## src/sv/ipv6_syn_cookie_engine_defines.svh

```systemverilog
// Assertion macros for the IPv6 SYN cookie engine.
// Included by the RTL files that carry concurrent assertions; no other dependencies.
`ifndef IPV6_SYN_COOKIE_ENGINE_DEFINES_SVH
`define IPV6_SYN_COOKIE_ENGINE_DEFINES_SVH

`ifndef SYNTHESIS
// Checked property, disabled while reset is asserted.
`define SCE_ASSERT(lbl, clk, rstn, prop) \
  lbl: assert property (@(posedge clk) disable iff (!rstn) prop) \
    else $error("sce assertion failed");
// Checked property that must also hold during reset.
`define SCE_ASSERT_NORST(lbl, clk, prop) \
  lbl: assert property (@(posedge clk) prop) \
    else $error("sce assertion failed");
`else
`define SCE_ASSERT(lbl, clk, rstn, prop)
`define SCE_ASSERT_NORST(lbl, clk, prop)
`endif

`endif

```

## src/sv/sce_pkg.sv

```systemverilog
// Shared constants, types and hash step functions of the IPv6 SYN cookie engine.
// No dependencies.
package sce_pkg;

  localparam int unsigned BucketShiftDef = 5;
  localparam int unsigned NumAddrBytes   = 16;
  localparam int unsigned AddrW          = 8 * NumAddrBytes;

  localparam logic [31:0] FoldMul = 32'h9E37_79B1;
  localparam logic [31:0] MixM1   = 32'h9E37_79B1;
  localparam logic [31:0] MixM2   = 32'h85EB_CA77;
  localparam logic [31:0] MixM3   = 32'hC2B2_AE3D;
  localparam logic [31:0] MixM4   = 32'h27D4_EB2F;
  localparam logic [31:0] SrcSeed = 32'h811C_9DC5;
  localparam logic [31:0] DstSeed = 32'h0100_0193;

  localparam logic CmdGenerate = 1'b0;
  localparam logic CmdValidate = 1'b1;

  // Per-item data that rides alongside the hash lanes.
  typedef struct packed {
    logic        cmd;
    logic [31:0] ports;
    logic [31:0] ack_m1;
  } side_t;

  typedef struct packed {
    logic [31:0] cookie;
    logic        accepted;
  } rsp_t;

  function automatic logic [31:0] fold_step(logic [31:0] h, logic [7:0] b);
    logic [31:0] x;
    x = h ^ {24'd0, b};
    return x * FoldMul;
  endfunction

  function automatic logic [31:0] mix_step(logic [31:0] h, logic [31:0] v,
                                           logic [31:0] m);
    logic [31:0] x;
    x = h ^ v;
    return x * m;
  endfunction

  function automatic logic [31:0] finish(logic [31:0] h);
    return h ^ (h >> 15);
  endfunction

endpackage

```

## src/sv/sce_if.sv

```systemverilog


interface sce_rsp_if;
  logic        valid;
  logic        ready;
  logic [31:0] cookie;
  logic        accepted;

  modport source (output valid, cookie, accepted, input ready);
  modport sink (input valid, cookie, accepted, output ready);
endinterface


```

## src/sv/sce_out_skid.sv

```systemverilog
// Two-entry output buffer that decouples the pipeline stall from the receiver.
// Depends on sce_pkg, sce_rsp_if and the assertion macro header.
`include "ipv6_syn_cookie_engine_defines.svh"

module sce_out_skid (
  input  logic            clk_i,
  input  logic            rst_ni,
  input  logic            in_valid_i,
  input  sce_pkg::rsp_t   in_data_i,
  output logic            in_ready_o,
  sce_rsp_if.source       rsp_o
);

  logic           out_valid_q;
  logic           spare_valid_q;
  sce_pkg::rsp_t  out_data_q;
  sce_pkg::rsp_t  spare_data_q;
  logic           take_in;
  logic           take_out;

  assign in_ready_o = !spare_valid_q;
  assign take_in    = in_valid_i && !spare_valid_q;
  assign take_out   = out_valid_q && rsp_o.ready;

  always_ff @(posedge clk_i or negedge rst_ni) begin
    if (!rst_ni) begin
      out_valid_q   <= 1'b0;
      spare_valid_q <= 1'b0;
    end else if (!out_valid_q || take_out) begin
      if (spare_valid_q) begin
        out_valid_q   <= 1'b1;
        spare_valid_q <= 1'b0;
      end else begin
        out_valid_q   <= take_in;
      end
    end else if (take_in) begin
      spare_valid_q <= 1'b1;
    end
  end

  always_ff @(posedge clk_i) begin
    if (!out_valid_q || take_out) begin
      out_data_q <= spare_valid_q ? spare_data_q : in_data_i;
    end
    if (take_in && out_valid_q && !take_out) begin
      spare_data_q <= in_data_i;
    end
  end

  assign rsp_o.valid    = out_valid_q;
  assign rsp_o.cookie   = out_data_q.cookie;
  assign rsp_o.accepted = out_data_q.accepted;

  `SCE_ASSERT_NORST(a_spare_implies_out, clk_i, spare_valid_q |-> out_valid_q)
  `SCE_ASSERT(a_spare_fill_on_stall, clk_i, rst_ni,
              $rose(spare_valid_q) |-> $past(out_valid_q && !rsp_o.ready))
  `SCE_ASSERT(a_spare_drains, clk_i, rst_ni,
              (out_valid_q && rsp_o.ready && spare_valid_q) |=> (out_valid_q && !spare_valid_q))

endmodule

```

## src/flat_wrapper.sv

```systemverilog
// flat-port wrapper written by rule: the top's interface ports become plain ports
module sce_out_skid_flat 
  (clk_i, rst_ni, in_valid_i, in_data_i, in_ready_o, rsp_o_valid, rsp_o_cookie, rsp_o_accepted, rsp_o_ready);
  sce_rsp_if rsp_o_i ();
  input  logic clk_i;
  input  logic rst_ni;
  input  logic in_valid_i;
  input  sce_pkg::rsp_t in_data_i;
  output logic in_ready_o;
  output wire logic [$bits(rsp_o_i.valid)-1:0] rsp_o_valid;
  output wire logic [$bits(rsp_o_i.cookie)-1:0] rsp_o_cookie;
  output wire logic [$bits(rsp_o_i.accepted)-1:0] rsp_o_accepted;
  input wire logic [$bits(rsp_o_i.ready)-1:0] rsp_o_ready;
  assign rsp_o_valid = rsp_o_i.valid;
  assign rsp_o_cookie = rsp_o_i.cookie;
  assign rsp_o_accepted = rsp_o_i.accepted;
  assign rsp_o_i.ready = rsp_o_ready;
  sce_out_skid u_core (.clk_i(clk_i), .rst_ni(rst_ni), .in_valid_i(in_valid_i), .in_data_i(in_data_i), .in_ready_o(in_ready_o), .rsp_o(rsp_o_i));
endmodule
```

## config.mk

```make
export PLATFORM = sky130hd
export DESIGN_NAME = sce_out_skid_flat
export DESIGN_NICKNAME = d
export VERILOG_FILES = /design/src/sv/sce_pkg.sv /design/src/sv/sce_if.sv /design/src/sv/sce_out_skid.sv /design/src/flat_wrapper.sv
export VERILOG_INCLUDE_DIRS = /design/src /design/src/sv
export SDC_FILE = /design/constraint.sdc
export NUM_CORES = 1
export LEC_CHECK = 0
export BUFFER_PORTS_ARGS = -buffer_cell sky130_fd_sc_hd__clkbuf_2
export CAP_MARGIN = 5
export CORE_ASPECT_RATIO = 0.7
export CORE_MARGIN = 2
export CORE_UTILIZATION = 40
export DETAILED_ROUTE_END_ITERATION = 8
export HOLD_SLACK_MARGIN = 0.02
export PLACE_DENSITY = 0.75
export SLEW_MARGIN = 20
export SYNTH_ARGS = -nofsm -noshare
export SYNTH_HDL_FRONTEND = slang
export SYNTH_SLANG_ARGS = --single-unit
```

## constraint.sdc

```tcl
create_clock -name clk_i -period 8.6 [get_ports clk_i]
set_input_delay 0.86 -clock clk_i [delete_from_list [all_inputs] [get_ports clk_i]]
set_output_delay 0.86 -clock clk_i [all_outputs]
set_load 0.1 [all_outputs]
```

### Word level (Yosys, flattened, before mapping)

Cells that the tools add are included.

| storage, ports and cells | value |
|---|---|
| logic and storage cells | 19 |
| output and inout port bits | 35 |
| flip-flop bits (word level) | 68 |
| input port bits | 37 |

| operators by class | value |
|---|---|
| reductions and logical operators | 9 |
| multiplexer cells | 4 |

Operator list:

| cell | count |
|---|---|
| $mux W33 | 1 |
| $logic_and A1 B1 Y1 | 4 |
| $logic_not A1 Y1 | 3 |
| $mux W1 | 3 |
| $reduce_bool A2 Y1 | 1 |
| $logic_or A1 B1 Y1 | 1 |

### Longest topological paths before layout

| depth | value |
|---|---|
| depth in word-level cells | 4 |
| mapped depth | 4 |
| mapped depth without buffers | 2 |

### Least setup slack after synthesis

No wires, ideal clock.

| path | value |
|---|---|
| kind | register -> register |
| start point | register u_core.out_valid_q, in the netlist u_core.rsp_o.valid |
| end point | register u_core.spare_data_q[0] (netlist bit), enable pin |
| period minus slack after synthesis | 4.966 ns |
| setup slack | 3.634 ns |
| arrival time | 4.495 ns |
| stages on the path, launching flop included | 3 |
| data required time | 8.129 ns |
| setup time | 0.471 ns |
| path buffers | 0 |
| cells stage by stage | dfrtp_1 -> nand2b_1 -> nor3b_1 |

| on the way | value |
|---|---|
| longest elaborated chain between the ends | 3 |
| elaborated cells on any way between the ends | 4 |
| classes of those cells | 4 x reduce/logical |

RTL lines:

| what | RTL line | RTL |
|---|---|---|
| from (decl) | sce_out_skid.sv:14 | `logic out_valid_q;` |
| from (signal assigned) | sce_out_skid.sv:34 | `out_valid_q <= take_in;` |
| $logic_and A1 B1 Y1 | sce_out_skid.sv:23 | `assign take_out = out_valid_q && rsp_o.ready;` |
| $logic_not A1 Y1 | sce_out_skid.sv:45 | `if (take_in && out_valid_q && !take_out) begin` |
| $logic_and A1 B1 Y1 (*) | sce_out_skid.sv:45 |  |
| to (signal assigned) | sce_out_skid.sv:46 | `spare_data_q <= in_data_i;` |
| to (decl) | sce_out_skid.sv:17 | `sce_pkg::rsp_t spare_data_q;` |

Every way passes the cells marked *; elsewhere a longest branch is shown, timed or not.
A chain may end at the register's enable or synchronous reset.

### Worst setup path in the final report

| path | value |
|---|---|
| start point | input rsp_o_ready |
| end point | register u_core.spare_data_q[30] (netlist bit), enable pin |

| on the way | value |
|---|---|
| longest elaborated chain between the ends | 3 |

RTL lines:

| what | RTL line | RTL |
|---|---|---|
| from (decl) | flat_wrapper.sv:13 | `input wire logic [$bits(rsp_o_i.ready)-1:0] rsp_o_ready;` |
| $logic_and A1 B1 Y1 | sce_out_skid.sv:23 |  |
| $logic_not A1 Y1 | sce_out_skid.sv:45 |  |
| $logic_and A1 B1 Y1 | sce_out_skid.sv:45 |  |

Every way passes these cells.

==> impl_metrics.yaml <==
timing:
  finalCriticalPeriod_ps: 2800
  finalMaxSlewViolations: 0
  rsz0062_at_grt: "false"
  worst_slack_ps: 5800
  hold_viol_final: 0
  worst_pin_slew_ps: 1030
  relSlewSlack: 0.315
  fmax_ghz: 0.357
  skew_ps: 4.65
  setup_viol: 0
  finalCritPeriodShare: 0.326
  tns_ps: 0
layout:
  drive_above_1_share: 0.636
  final_nets: 227
  num_antenna_cells: 0
  area_delta_synth_final_pct: 23.8
  n_fill_cell: 515
synthesis:
  synth_seq_cells: 68
  synth_top_area_share: 0.762
  yosysTopAreaCell: "edfxtp_1"
  syn_inst: 111
  avgSynthCellArea_sq_um: 23.4
  ys_seq_area_frac: 0.782
  synth_nets: 148
  ys_types: 12
  syn-cell-area_sq_um: 2600
  synth_area_leaders: "edfxtp_1 76%, mux2_4 16%, mux2_2 2.6%, dfrtp_1 1.9%, buf_12 1.5%"
  ys_warn_count: 0
setup_path:
  critical_path_class: "in2reg"
  crit_path_start: "rsp_o_ready"
  cp_max_fo: 36
  rrSetupSlack_ps: 6160
  critPathLaunchType: "primary input"
  critPathArrivalTime_ps: 2800
  worstReg2RegStart: "u_core.rsp_o.valid$_DFFE_PN0N_"
  required_ps: 8600
  worstSetupEndpointType: "flip-flop"
power_and_ir_drop:
  vdd_drop_max_uv: 143
  power_density_nw_per_um2: 266
  p_leak_uw: 0.00130
  total_power_uw: 855
cts:
  cts_max_level: 3
  cts.path.max_buffers: 2
  post-cts-setup-buffer-count: 0
  cts_tree: "built"
  cts.sinks: 68
  clock-root-buffer: "clkbuf_8"
  clk_latency_ps: 330
  path_clk_slew_ps: 70
  cts-resized-gates: 0
  cts-buffers-inserted: 9
  cts_hold_buf: 0
job:
  cap_violations: 0
floorplan:
  die_w_um: 100
  core_area_sq_um: 6250
  die-area_sq_um: 7170
  fp.dieH_um: 71.5
  fp-row-count: 24
  start_util: 0.416
  io_pins: 72
placed_design:
  place_congestion: 0.701
  dpl_worst_slack_ps: 5400
  dp_hpwl_um: 2830
  numPortBuffers: 71
route:
  wirelength_um: 4150
  viasPerCell: 4.53
  drt_iter0_drc: 40
  drc: 0
  vias: 1237
  dr.pass1.iters: 4
  drt.antenna.violating_nets: 0
  wl_per_cell_um: 15.2
global_route:
  grt_overflow_total: 0
  antenna_found_initial: 0
  grt_pass1_vias: 1265
  grt_pass1_wl_um: 6570
  grtUsageTotal: 0.126
  grt_max_degree: 37
outcome:
  status: "complete, no violations"
hold_path:
  hp-class: "in2async"
[cells in the mapped netlist]
library cell and instances:
nor3b_1 1, nand2_1 1, inv_1 1, buf_12 2
buf_6 1, mux2_2 6, nand2b_1 1, edfxtp_1 66
nor2_1 2, mux2_4 27, buf_8 1, dfrtp_1 2
[flip-flops by register name, indices dropped and copies added (netlist names)]
register               flops
u_core.spare_data_q       33
u_core.rsp_o.accepted      1
u_core.rsp_o.valid         1
u_core.rsp_o.cookie       32
u_core.spare_valid_q       1
[per-stage QoR]
stage / hold WS, ps / cell area [sq um] / cells / utilization
floorplan: 523 / 2600 / 111 / -
global placement: 529 / 3000 / 257 / 0.481
detailed placement: 535 / 3000 / 257 / 0.481
CTS: 294 / 3220 / 273 / 0.515
global route: 288 / 3220 / 273 / 0.515
finish: 310 / 3220 / 273 / 0.515
[cells by family (layout without fill, tap and decap cells)]
group | count (synthesis) | in the layout | share of synthesized area
muxes | 33 | 33 | 0.182
buffers and inverters | 5 | 89 | 0.0269
and+or+nand+nor | 5 | 5 | 0.00963
DFF | 68 | 68 | 0.782
[final cells by class]
| cell class | count | area [sq um] | area share |
|---|---|---|---|
| timing repair buffer | 72 | 363 | 0.113 |
| sequential | 68 | 2030 | 0.632 |
| multi-input combinational | 38 | 505 | 0.157 |
| tap | 78 | 97.6 | 0.0303 |
| clock buffer | 9 | 124 | 0.0385 |
| inverter | 1 | 3.75 | 0.00117 |
| clock inverter | 7 | 91.3 | 0.0284 |
[where the power goes]
group	switching (uW)	internal, uW
sequential	13.2	392
combinational	135	36.8
clock	116	162
[path summary, 6_finish.rpt]
| path | to | depth (start not counted) |
|---|---|---|
| min in group clk_i | u_core.rsp_o.cookie[28]$_DFFE_PN_ | 1 |
| max in group asynchronous | u_core.spare_valid_q$_DFFE_PN0P_ | 1 |
| max reg2reg | u_core.spare_data_q[30]$_DFFE_PP_ | 3 |
| min | u_core.rsp_o.valid$_DFFE_PN0N_ | 1 |
| min reg2reg | u_core.rsp_o.cookie[28]$_DFFE_PN_ | 1 |
| max | u_core.spare_data_q[30]$_DFFE_PP_ | 4 |
[cells in the final DEF, fill, tap and decap left out, drive strengths merged]
master    instances
nand2b            1
inv               1
edfxtp           66
bufinv            2
nand2             1
clkinv            4
clkbuf           80
buf               1
nor3b             1
nor2              2
mux2             33
clkinvlp          1
dfrtp             2
[critical path: stages]
cell	delay, ps
clkbuf_2	70
nand2b_2	590
nor3b_2	820
buf_4	440
[routing by layer]
layer	GRT usage	part of all wire	vias to the layer above
li1	-	-	595
met1	0.184	0.50	579
met2	0.168	0.39	60
met3	0.0702	0.098	3
met4	0.0228	0.0051	0
met5	0	0	-
(Power assumes the default switching activity.)
