===== config.mk =====
export PLATFORM = sky130hd
export DESIGN_NAME = sce_mix
export DESIGN_NICKNAME = d
export VERILOG_FILES = /design/src/sv/ipv6_syn_cookie_engine_defines.svh /design/src/sv/sce_pkg.sv /design/src/sv/sce_mix.sv
export SDC_FILE = /design/constraint.sdc
export NUM_CORES = 2
export LEC_CHECK = 0
export BUFFER_PORTS_ARGS = -buffer_cell sky130_fd_sc_hd__buf_2
export CAP_MARGIN = 0
export CELL_PAD_IN_SITES_DETAIL_PLACEMENT = 1
export CELL_PAD_IN_SITES_GLOBAL_PLACEMENT = 2
export CORE_MARGIN = 2
export CORE_UTILIZATION = 41
export DETAILED_ROUTE_END_ITERATION = 12
export HOLD_SLACK_MARGIN = 0.12
export PLACE_DENSITY = 0.77
export SLEW_MARGIN = 0
export SYNTH_ARGS = -nofsm -noshare
export SYNTH_HDL_FRONTEND = slang
export SYNTH_SLANG_ARGS = --single-unit
export TNS_END_PERCENT = 10

===== constraint.sdc =====
create_clock -name clk_i -period 8.95 [get_ports clk_i]
set_input_delay 1.79 -clock clk_i [delete_from_list [all_inputs] [get_ports clk_i]]
set_output_delay 1.79 -clock clk_i [all_outputs]
set_load 0.01 [all_outputs]

===== src/sv/ipv6_syn_cookie_engine_defines.svh =====
// Assertion macros for the IPv6 SYN cookie engine.
// Included by the RTL files that carry concurrent assertions; no other dependencies.
`ifndef IPV6_SYN_COOKIE_ENGINE_DEFINES_SVH
`define IPV6_SYN_COOKIE_ENGINE_DEFINES_SVH

`ifndef SYNTHESIS
// Checked property, disabled while reset is asserted.
`define SCE_ASSERT(lbl, clk, rstn, prop) \
  lbl: assert property (@(posedge clk) disable iff (!rstn) prop) \
    else $error("sce assertion failed");
// Checked property that must also hold during reset.
`define SCE_ASSERT_NORST(lbl, clk, prop) \
  lbl: assert property (@(posedge clk) prop) \
    else $error("sce assertion failed");
`else
`define SCE_ASSERT(lbl, clk, rstn, prop)
`define SCE_ASSERT_NORST(lbl, clk, prop)
`endif

`endif


===== src/sv/sce_pkg.sv =====
// Shared constants, types and hash step functions of the IPv6 SYN cookie engine.
// No dependencies.
package sce_pkg;

  localparam int unsigned BucketShiftDef = 5;
  localparam int unsigned NumAddrBytes   = 16;
  localparam int unsigned AddrW          = 8 * NumAddrBytes;

  localparam logic [31:0] FoldMul = 32'h9E37_79B1;
  localparam logic [31:0] MixM1   = 32'h9E37_79B1;
  localparam logic [31:0] MixM2   = 32'h85EB_CA77;
  localparam logic [31:0] MixM3   = 32'hC2B2_AE3D;
  localparam logic [31:0] MixM4   = 32'h27D4_EB2F;
  localparam logic [31:0] SrcSeed = 32'h811C_9DC5;
  localparam logic [31:0] DstSeed = 32'h0100_0193;

  localparam logic CmdGenerate = 1'b0;
  localparam logic CmdValidate = 1'b1;

  // Per-item data that rides alongside the hash lanes.
  typedef struct packed {
    logic        cmd;
    logic [31:0] ports;
    logic [31:0] ack_m1;
  } side_t;

  typedef struct packed {
    logic [31:0] cookie;
    logic        accepted;
  } rsp_t;

  function automatic logic [31:0] fold_step(logic [31:0] h, logic [7:0] b);
    logic [31:0] x;
    x = h ^ {24'd0, b};
    return x * FoldMul;
  endfunction

  function automatic logic [31:0] mix_step(logic [31:0] h, logic [31:0] v,
                                           logic [31:0] m);
    logic [31:0] x;
    x = h ^ v;
    return x * m;
  endfunction

  function automatic logic [31:0] finish(logic [31:0] h);
    return h ^ (h >> 15);
  endfunction

endpackage


===== src/sv/sce_mix.sv =====
// Mix pipeline: secret, folds, ports and bucket mixed over four multiply stages,
// then finish and compare in a fifth. Depends on sce_pkg.
module sce_mix #(
  parameter int unsigned BUCKET_SHIFT = sce_pkg::BucketShiftDef
) (
  input  logic                      clk_i,
  input  logic                      rst_ni,
  input  logic                      adv_i,
  input  logic [31:0]               secret_key_i,
  input  logic                      valid_i,
  input  logic [31:0]               src_hash_i,
  input  logic [31:0]               dst_hash_i,
  input  sce_pkg::side_t            side_i,
  input  logic [31-BUCKET_SHIFT:0]  bucket_i,
  output logic                      valid_o,
  output sce_pkg::rsp_t             rsp_o
);

  localparam int unsigned BucketW = 32 - BUCKET_SHIFT;

  logic [4:0]          valid_q;
  logic [31:0]         h1_q, h2_q, h3_q, hc_q, hp_q;
  logic [31:0]         dst_hash1_q;
  sce_pkg::side_t      side1_q, side2_q, side3_q, side4_q;
  logic [BucketW-1:0]  bucket1_q, bucket2_q, bucket3_q;
  logic                has_prev4_q;
  sce_pkg::rsp_t       rsp_q;
  logic [31:0]         cookie_now, cookie_prev;

  always_ff @(posedge clk_i or negedge rst_ni) begin
    if (!rst_ni) begin
      valid_q <= '0;
    end else if (adv_i) begin
      valid_q <= {valid_q[3:0], valid_i};
    end
  end

  always_comb begin
    cookie_now  = sce_pkg::finish(hc_q);
    cookie_prev = sce_pkg::finish(hp_q);
  end

  always_ff @(posedge clk_i) begin
    if (adv_i) begin
      h1_q        <= sce_pkg::mix_step(secret_key_i, src_hash_i, sce_pkg::MixM1);
      dst_hash1_q <= dst_hash_i;
      side1_q     <= side_i;
      bucket1_q   <= bucket_i;

      h2_q        <= sce_pkg::mix_step(h1_q, dst_hash1_q, sce_pkg::MixM2);
      side2_q     <= side1_q;
      bucket2_q   <= bucket1_q;

      h3_q        <= sce_pkg::mix_step(h2_q, side2_q.ports, sce_pkg::MixM3);
      side3_q     <= side2_q;
      bucket3_q   <= bucket2_q;

      // current and previous bucket lanes split here
      hc_q        <= sce_pkg::mix_step(h3_q, 32'(bucket3_q), sce_pkg::MixM4);
      hp_q        <= sce_pkg::mix_step(h3_q, 32'(bucket3_q - BucketW'(1)), sce_pkg::MixM4);
      has_prev4_q <= |bucket3_q;
      side4_q     <= side3_q;

      rsp_q.cookie   <= cookie_now;
      rsp_q.accepted <= (side4_q.cmd == sce_pkg::CmdValidate) &&
                        ((side4_q.ack_m1 == cookie_now) ||
                         (has_prev4_q && (side4_q.ack_m1 == cookie_prev)));
    end
  end

  assign valid_o = valid_q[4];
  assign rsp_o   = rsp_q;

endmodule


# --- Yosys cells after proc, flatten, opt, wreduce, memory -nomap -nowiden ---
# Cells that the tools add are included.
op_classes:
  bitwise_logic: 7
  n_div: 0
  n_reduce_logical: 4
  muxes: 0
  magnitude_cmp: 0
  addsub: 1
  n_mul: 5
  eq_ne: 2
  n_shift: 0
op_table:
  columns: ["op", "n"]
  rows:
  - ["$xor 32x32->32", 4]
  - ["$eq 32x32->1", 2]
  - ["$mul 32x30->32 const B", 2]
  - ["$mul 32x32->32 const B", 2]
  - ["$xor 32x17->32", 2]
  - ["$mul 32x31->32 const B", 1]
  - ["$xor 32x27->32", 1]
  - ["$sub 27x1->28 const B", 1]
  - ["$reduce_or 27->1", 1]
  - ["$logic_and 1x1->1", 2]
  - ["$logic_or 1x1->1", 1]
word_totals:
  input_bits: 192
  wordCells: 42
  latchBits: 0
  romBits: 0
  mem_bits_rw: 0
  register_bits: 508
  memories: 0
  out_inout_bits: 34

# --- Longest topological paths before layout ---
logic_depth:
  ltp_word: 5
  mapped_depth: 31
  mapped_depth_nobuf: 31

# --- Worst setup path after synthesis ---
# OpenSTA, ideal clock, no wires.
synth_timing:
  path_kind: "input -> register"
  startpoint: "input src_hash_i[3]"
  endpoint: "register h1_q[31], data pin"
  path_buffers: 0
  path_stages: 22
  path_slack_ns: 0.474
  arrival_ns: 8.215
  path_cell_list: "xor2_1 > inv_1 > fa_1 > inv_1 > fa_1 > fa_1 > fa_1 > fa_1 > inv_1 > fa_1 > fa_1 > inv_1 > fa_1 > ha_1 > a21o_1 > nor3b_1 > a31oi_1 > o211a_1 > o21a_1 > a221oi_1 > o21ai_0 > xnor2_1"
synth_between:
  elab_chain_cells: 2
synth_rtl:
  columns: ["element", "line", "rtl"]
  rows:
  - ["from (decl)", "sce_mix.sv:11", "input logic [31:0] src_hash_i,"]
  - ["$xor 32x32->32", "sce_pkg.sv:41", "x = h ^ v;"]
  - ["$mul 32x32->32", "sce_pkg.sv:42", "return x * m;"]
  - ["to (signal assigned)", "sce_mix.sv:45", "h1_q <= sce_pkg::mix_step(secret_key_i, src_hash_i, sce_pkg::MixM1);"]
  - ["to (decl)", "sce_mix.sv:22", "logic [31:0] h1_q, h2_q, h3_q, hc_q, hp_q;"]
# No other way between the ends.
# A chain may end at the register's enable or synchronous reset.

# --- Final worst setup path ---
layout_timing:
  startpoint: "register bucket3_q[6]"
  endpoint: "register hp_q[30], data pin"
layout_between:
  elab_chain_cells: 3
layout_rtl:
  columns: ["element", "line", "rtl"]
  rows:
  - ["from (decl)", "sce_mix.sv:25", "logic [BucketW-1:0] bucket1_q, bucket2_q, bucket3_q;"]
  - ["from (signal assigned)", "sce_mix.sv:56", "bucket3_q <= bucket2_q;"]
  - ["$sub 27x1->28", "sce_mix.sv:60", "hp_q <= sce_pkg::mix_step(h3_q, 32'(bucket3_q - BucketW'(1)), sce_pkg::MixM4);"]
  - ["$xor 32x32->32", "sce_pkg.sv:41", null]
  - ["$mul 32x30->32", "sce_pkg.sv:42", null]
  - ["to (signal assigned)", "sce_mix.sv:60", null]
  - ["to (decl)", "sce_mix.sv:22", null]
# No other way between the ends.

==> flow_summary_export.csv <==
group,metric,value,unit
run_status,outcome,"completed",
cts,hold_buffers,0,
die,dieHeight,399,um
synthesis,syn_nets,7626,
die,design.die.area,0.159,mm^2
global_route,grt.overflow.total,0,
synthesis,ys_ff_latch,508,
routing,via_per_inst,4.87,
cells_and_area,drive_gt1_share,8.69,%
cells_and_area,fin_area,0.0710,mm^2
sta,fin_crit_sh,96.0,%
cts,clockBufferDepth,3,
placement,hpwl,164000,um
cells_and_area,area_growth,10.8,%
sta,setup_viol,0,
routing,first_pass_iters,5,
setup_path,cp.required,9.38,ns
routing,first_iter_violations,1701,
sta,finalHoldViolCount,0,
cts,cts-buffers-inserted,61,
placement,gp_congestion,0.926,
synthesis,yosysUniqueCellTypes,71,
cts,clock_latency,0.71,ns
routing,drt-total-wl,185000,um
synthesis,yosys_most_used_dff,"edfxtp_1",
routing,routed-via-count,38500,
routing,drc,0,
sta,rsz0062_at_grt,"no",
die,fp-row-count,145,
sta,fmax,116,MHz
placement,placed_area,0.0689,mm^2
synthesis,synth_top_cell_by_area,"fa_1",
die,ios,226,
sta,relSlewSlack,28.4,%
setup_path,cp-start-kind,"flip-flop",
die,core_area,0.156,mm^2
cts,h-tree-depth,2,
synthesis,yosysMostFrequentCell,"inv_1",
synthesis,synth_warnings,0,
global_route,grt_pass1_vias,45100,
setup_path,crit_buf_inv,6,
sta,period_needed,8.59,ns
sta,tightest_slew,1.07,ns
synthesis,syn_area,0.0641,mm^2
setup_path,critical_path.slowest_cell,"or4_4",
cts,clkTransAtPathRegs,0.08,ns
routing,wire_per_inst,23.4,um
global_route,grt_pass1_wl,283000,um
cells_and_area,fillers,16600,
setup_path,path_delay_family,"adder cells",
sta,hold-worst-slack,0.394,ns
die,initial_core_util,41.2,%
hold_path,hp-class,"flip-flop to flip-flop",
setup_path,worst-setup-path-type,"flip-flop to flip-flop",
synthesis,synth_cells,5378,
global_route,track_usage,24.1,%
synthesis,synth_commonest_cells,"1624 x inv_1, 1108 x fa_1, 948 x ha_1, 503 x edfxtp_1, 326 x xnor2_1",
sta,finClkSkew,0.0327,ns
routing,ant_nets,0,
setup_path,cp-end-kind,"flip-flop",
placement,place.port_buffers,225,
sta,fin_ws,0.358,ns
die,die_w,399,um
cts,cts_tree,"yes",
global_route,antenna_found_initial,2,
synthesis,async_reset_ff_share,0.984,%
cells_and_area,final_cells,7913,
cts,cts.sinks,508,
setup_path,cp.arrival,9.02,ns
synthesis,synth-edff-count,503,
synthesis,syn_avg_cell_area,11.9,um^2
placement,dp_cells,7797,
placement,post-place-ws,-0.230,ns
cells_and_area,layout.nets,8051,
global_route,grt_max_degree,149,
synthesis,synth.top_cell.area_share,34.6,%
synthesis,ys_seq_area_share,23.8,%
setup_path,critical-path-max-stage-delay,0.60,ns
cts,root_buffer,"clkbuf_16",
sta,maxSlewViolCount,0,
flow_run,cap_violations,0,
setup_path,cp_max_fo,5,
synthesis,synth_area_leaders,"fa_1 35%, edfxtp_1 24%, ha_1 19%",
## path summary, 6_finish.rpt
path                               from     endpoint  slack (ns)  cells past startpoint
min                         side3_q[25]  side4_q[25]        0.39                      0
max                        bucket3_q[6]     hp_q[30]        0.36                     26
min reg2reg                 side3_q[25]  side4_q[25]        0.39                      0
max reg2reg                bucket3_q[6]     hp_q[30]        0.36                     26
min in group asynchronous        rst_ni   valid_q[1]        0.91                      1
max in group asynchronous        rst_ni   valid_q[4]        7.91                      1
## metal layers
metal	vias up	track usage (%)	wire [um]
li1	17600	-	-
met1	20200	32.1	80800
met2	560	42.9	94600
met3	172	1.66	4920
met4	0	5.75	4600
met5	-	0	0
## stage by stage
stage | TNS (ns) | util, %
floorplan | 0 | -
global placement | -0.0635 | 44.2
detailed placement | -0.238 | 44.2
CTS | 0 | 45.6
global route | 0 | 45.6
finish | 0 | 45.6
## cells in the final DEF, fill, tap and decap left out, drive strengths merged, types with 4 or more instances in the layout
master      n
nand3      20
nor3       29
o31a        4
nor2b       8
xnor3       4
and2        7
edfxtp    503
o31ai       7
o21bai     16
bufinv      7
and3       14
o211ai      7
a211o       4
nand4      14
clkbuf     67
or3        10
xor2      216
buf       366
fa       1108
a211oi      6
inv      1632
clkinv     30
or4         9
a21oi     112
nand2      53
nor4       21
ha        948
nand2b     12
o21a       23
a21boi      4
a31oi       9
xnor2     329
nor2       63
a21o       65
a2111oi     6
dfrtp       5
o21ai      66
mux2        5
nor3b       5
## sequential cells by signal, indices dropped and copies added (netlist names)
register / count
bucket3_q: 27
side4_q: 33
side3_q: 33
bucket2_q: 27
h1_q: 32
bucket1_q: 27
rsp_o: 33
side2_q: 65
h2_q: 32
has_prev4_q: 1
hc_q: 32
dst_hash1_q: 32
hp_q: 32
h3_q: 32
side1_q: 65
valid_q: 5
## repair_timing
| item | CTS | global route |
|---|---|---|
| pin swaps | 0 | 2 |
| hold endpoints to repair | 0 | 0 |
| endpoints found under the setup margin | 2 | 4 |
| resized for setup | 2 | 11 |
| buffers inserted | 0 | 1 |
## cell type report
cell class	instances	area [um^2]	area share [%]
repair buffers	366	2220	3.12
well taps	2058	2570	3.63
inverters	1625	6100	8.59
clock buffers	67	1550	2.18
flip-flops and latches	508	15200	21.4
clock inverters	47	539	0.759
multi-input cells	3241	42800	60.3
diodes	1	2.50	0.00352
## logic make-up (layout without fill, tap and decap cells)
family                   after synthesis  after routing  share of synthesized area [%]
multiplexers                           6              6                          0.103
adder cells (fa/ha/maj)             2057           2057                           53.1
AND/OR/NAND/NOR                      272            272                           2.23
other                                  0              1                              0
buffers and inverters               1629           2105                           9.54
flip-flops                           508            508                           23.8
XOR/XNOR                             550            550                           7.66
AO/OA/AOI/OAI                        356            356                           3.56
Power is not shown: default switching activity piles up to over one toggle a cycle in this logic, so the estimate is an artifact.
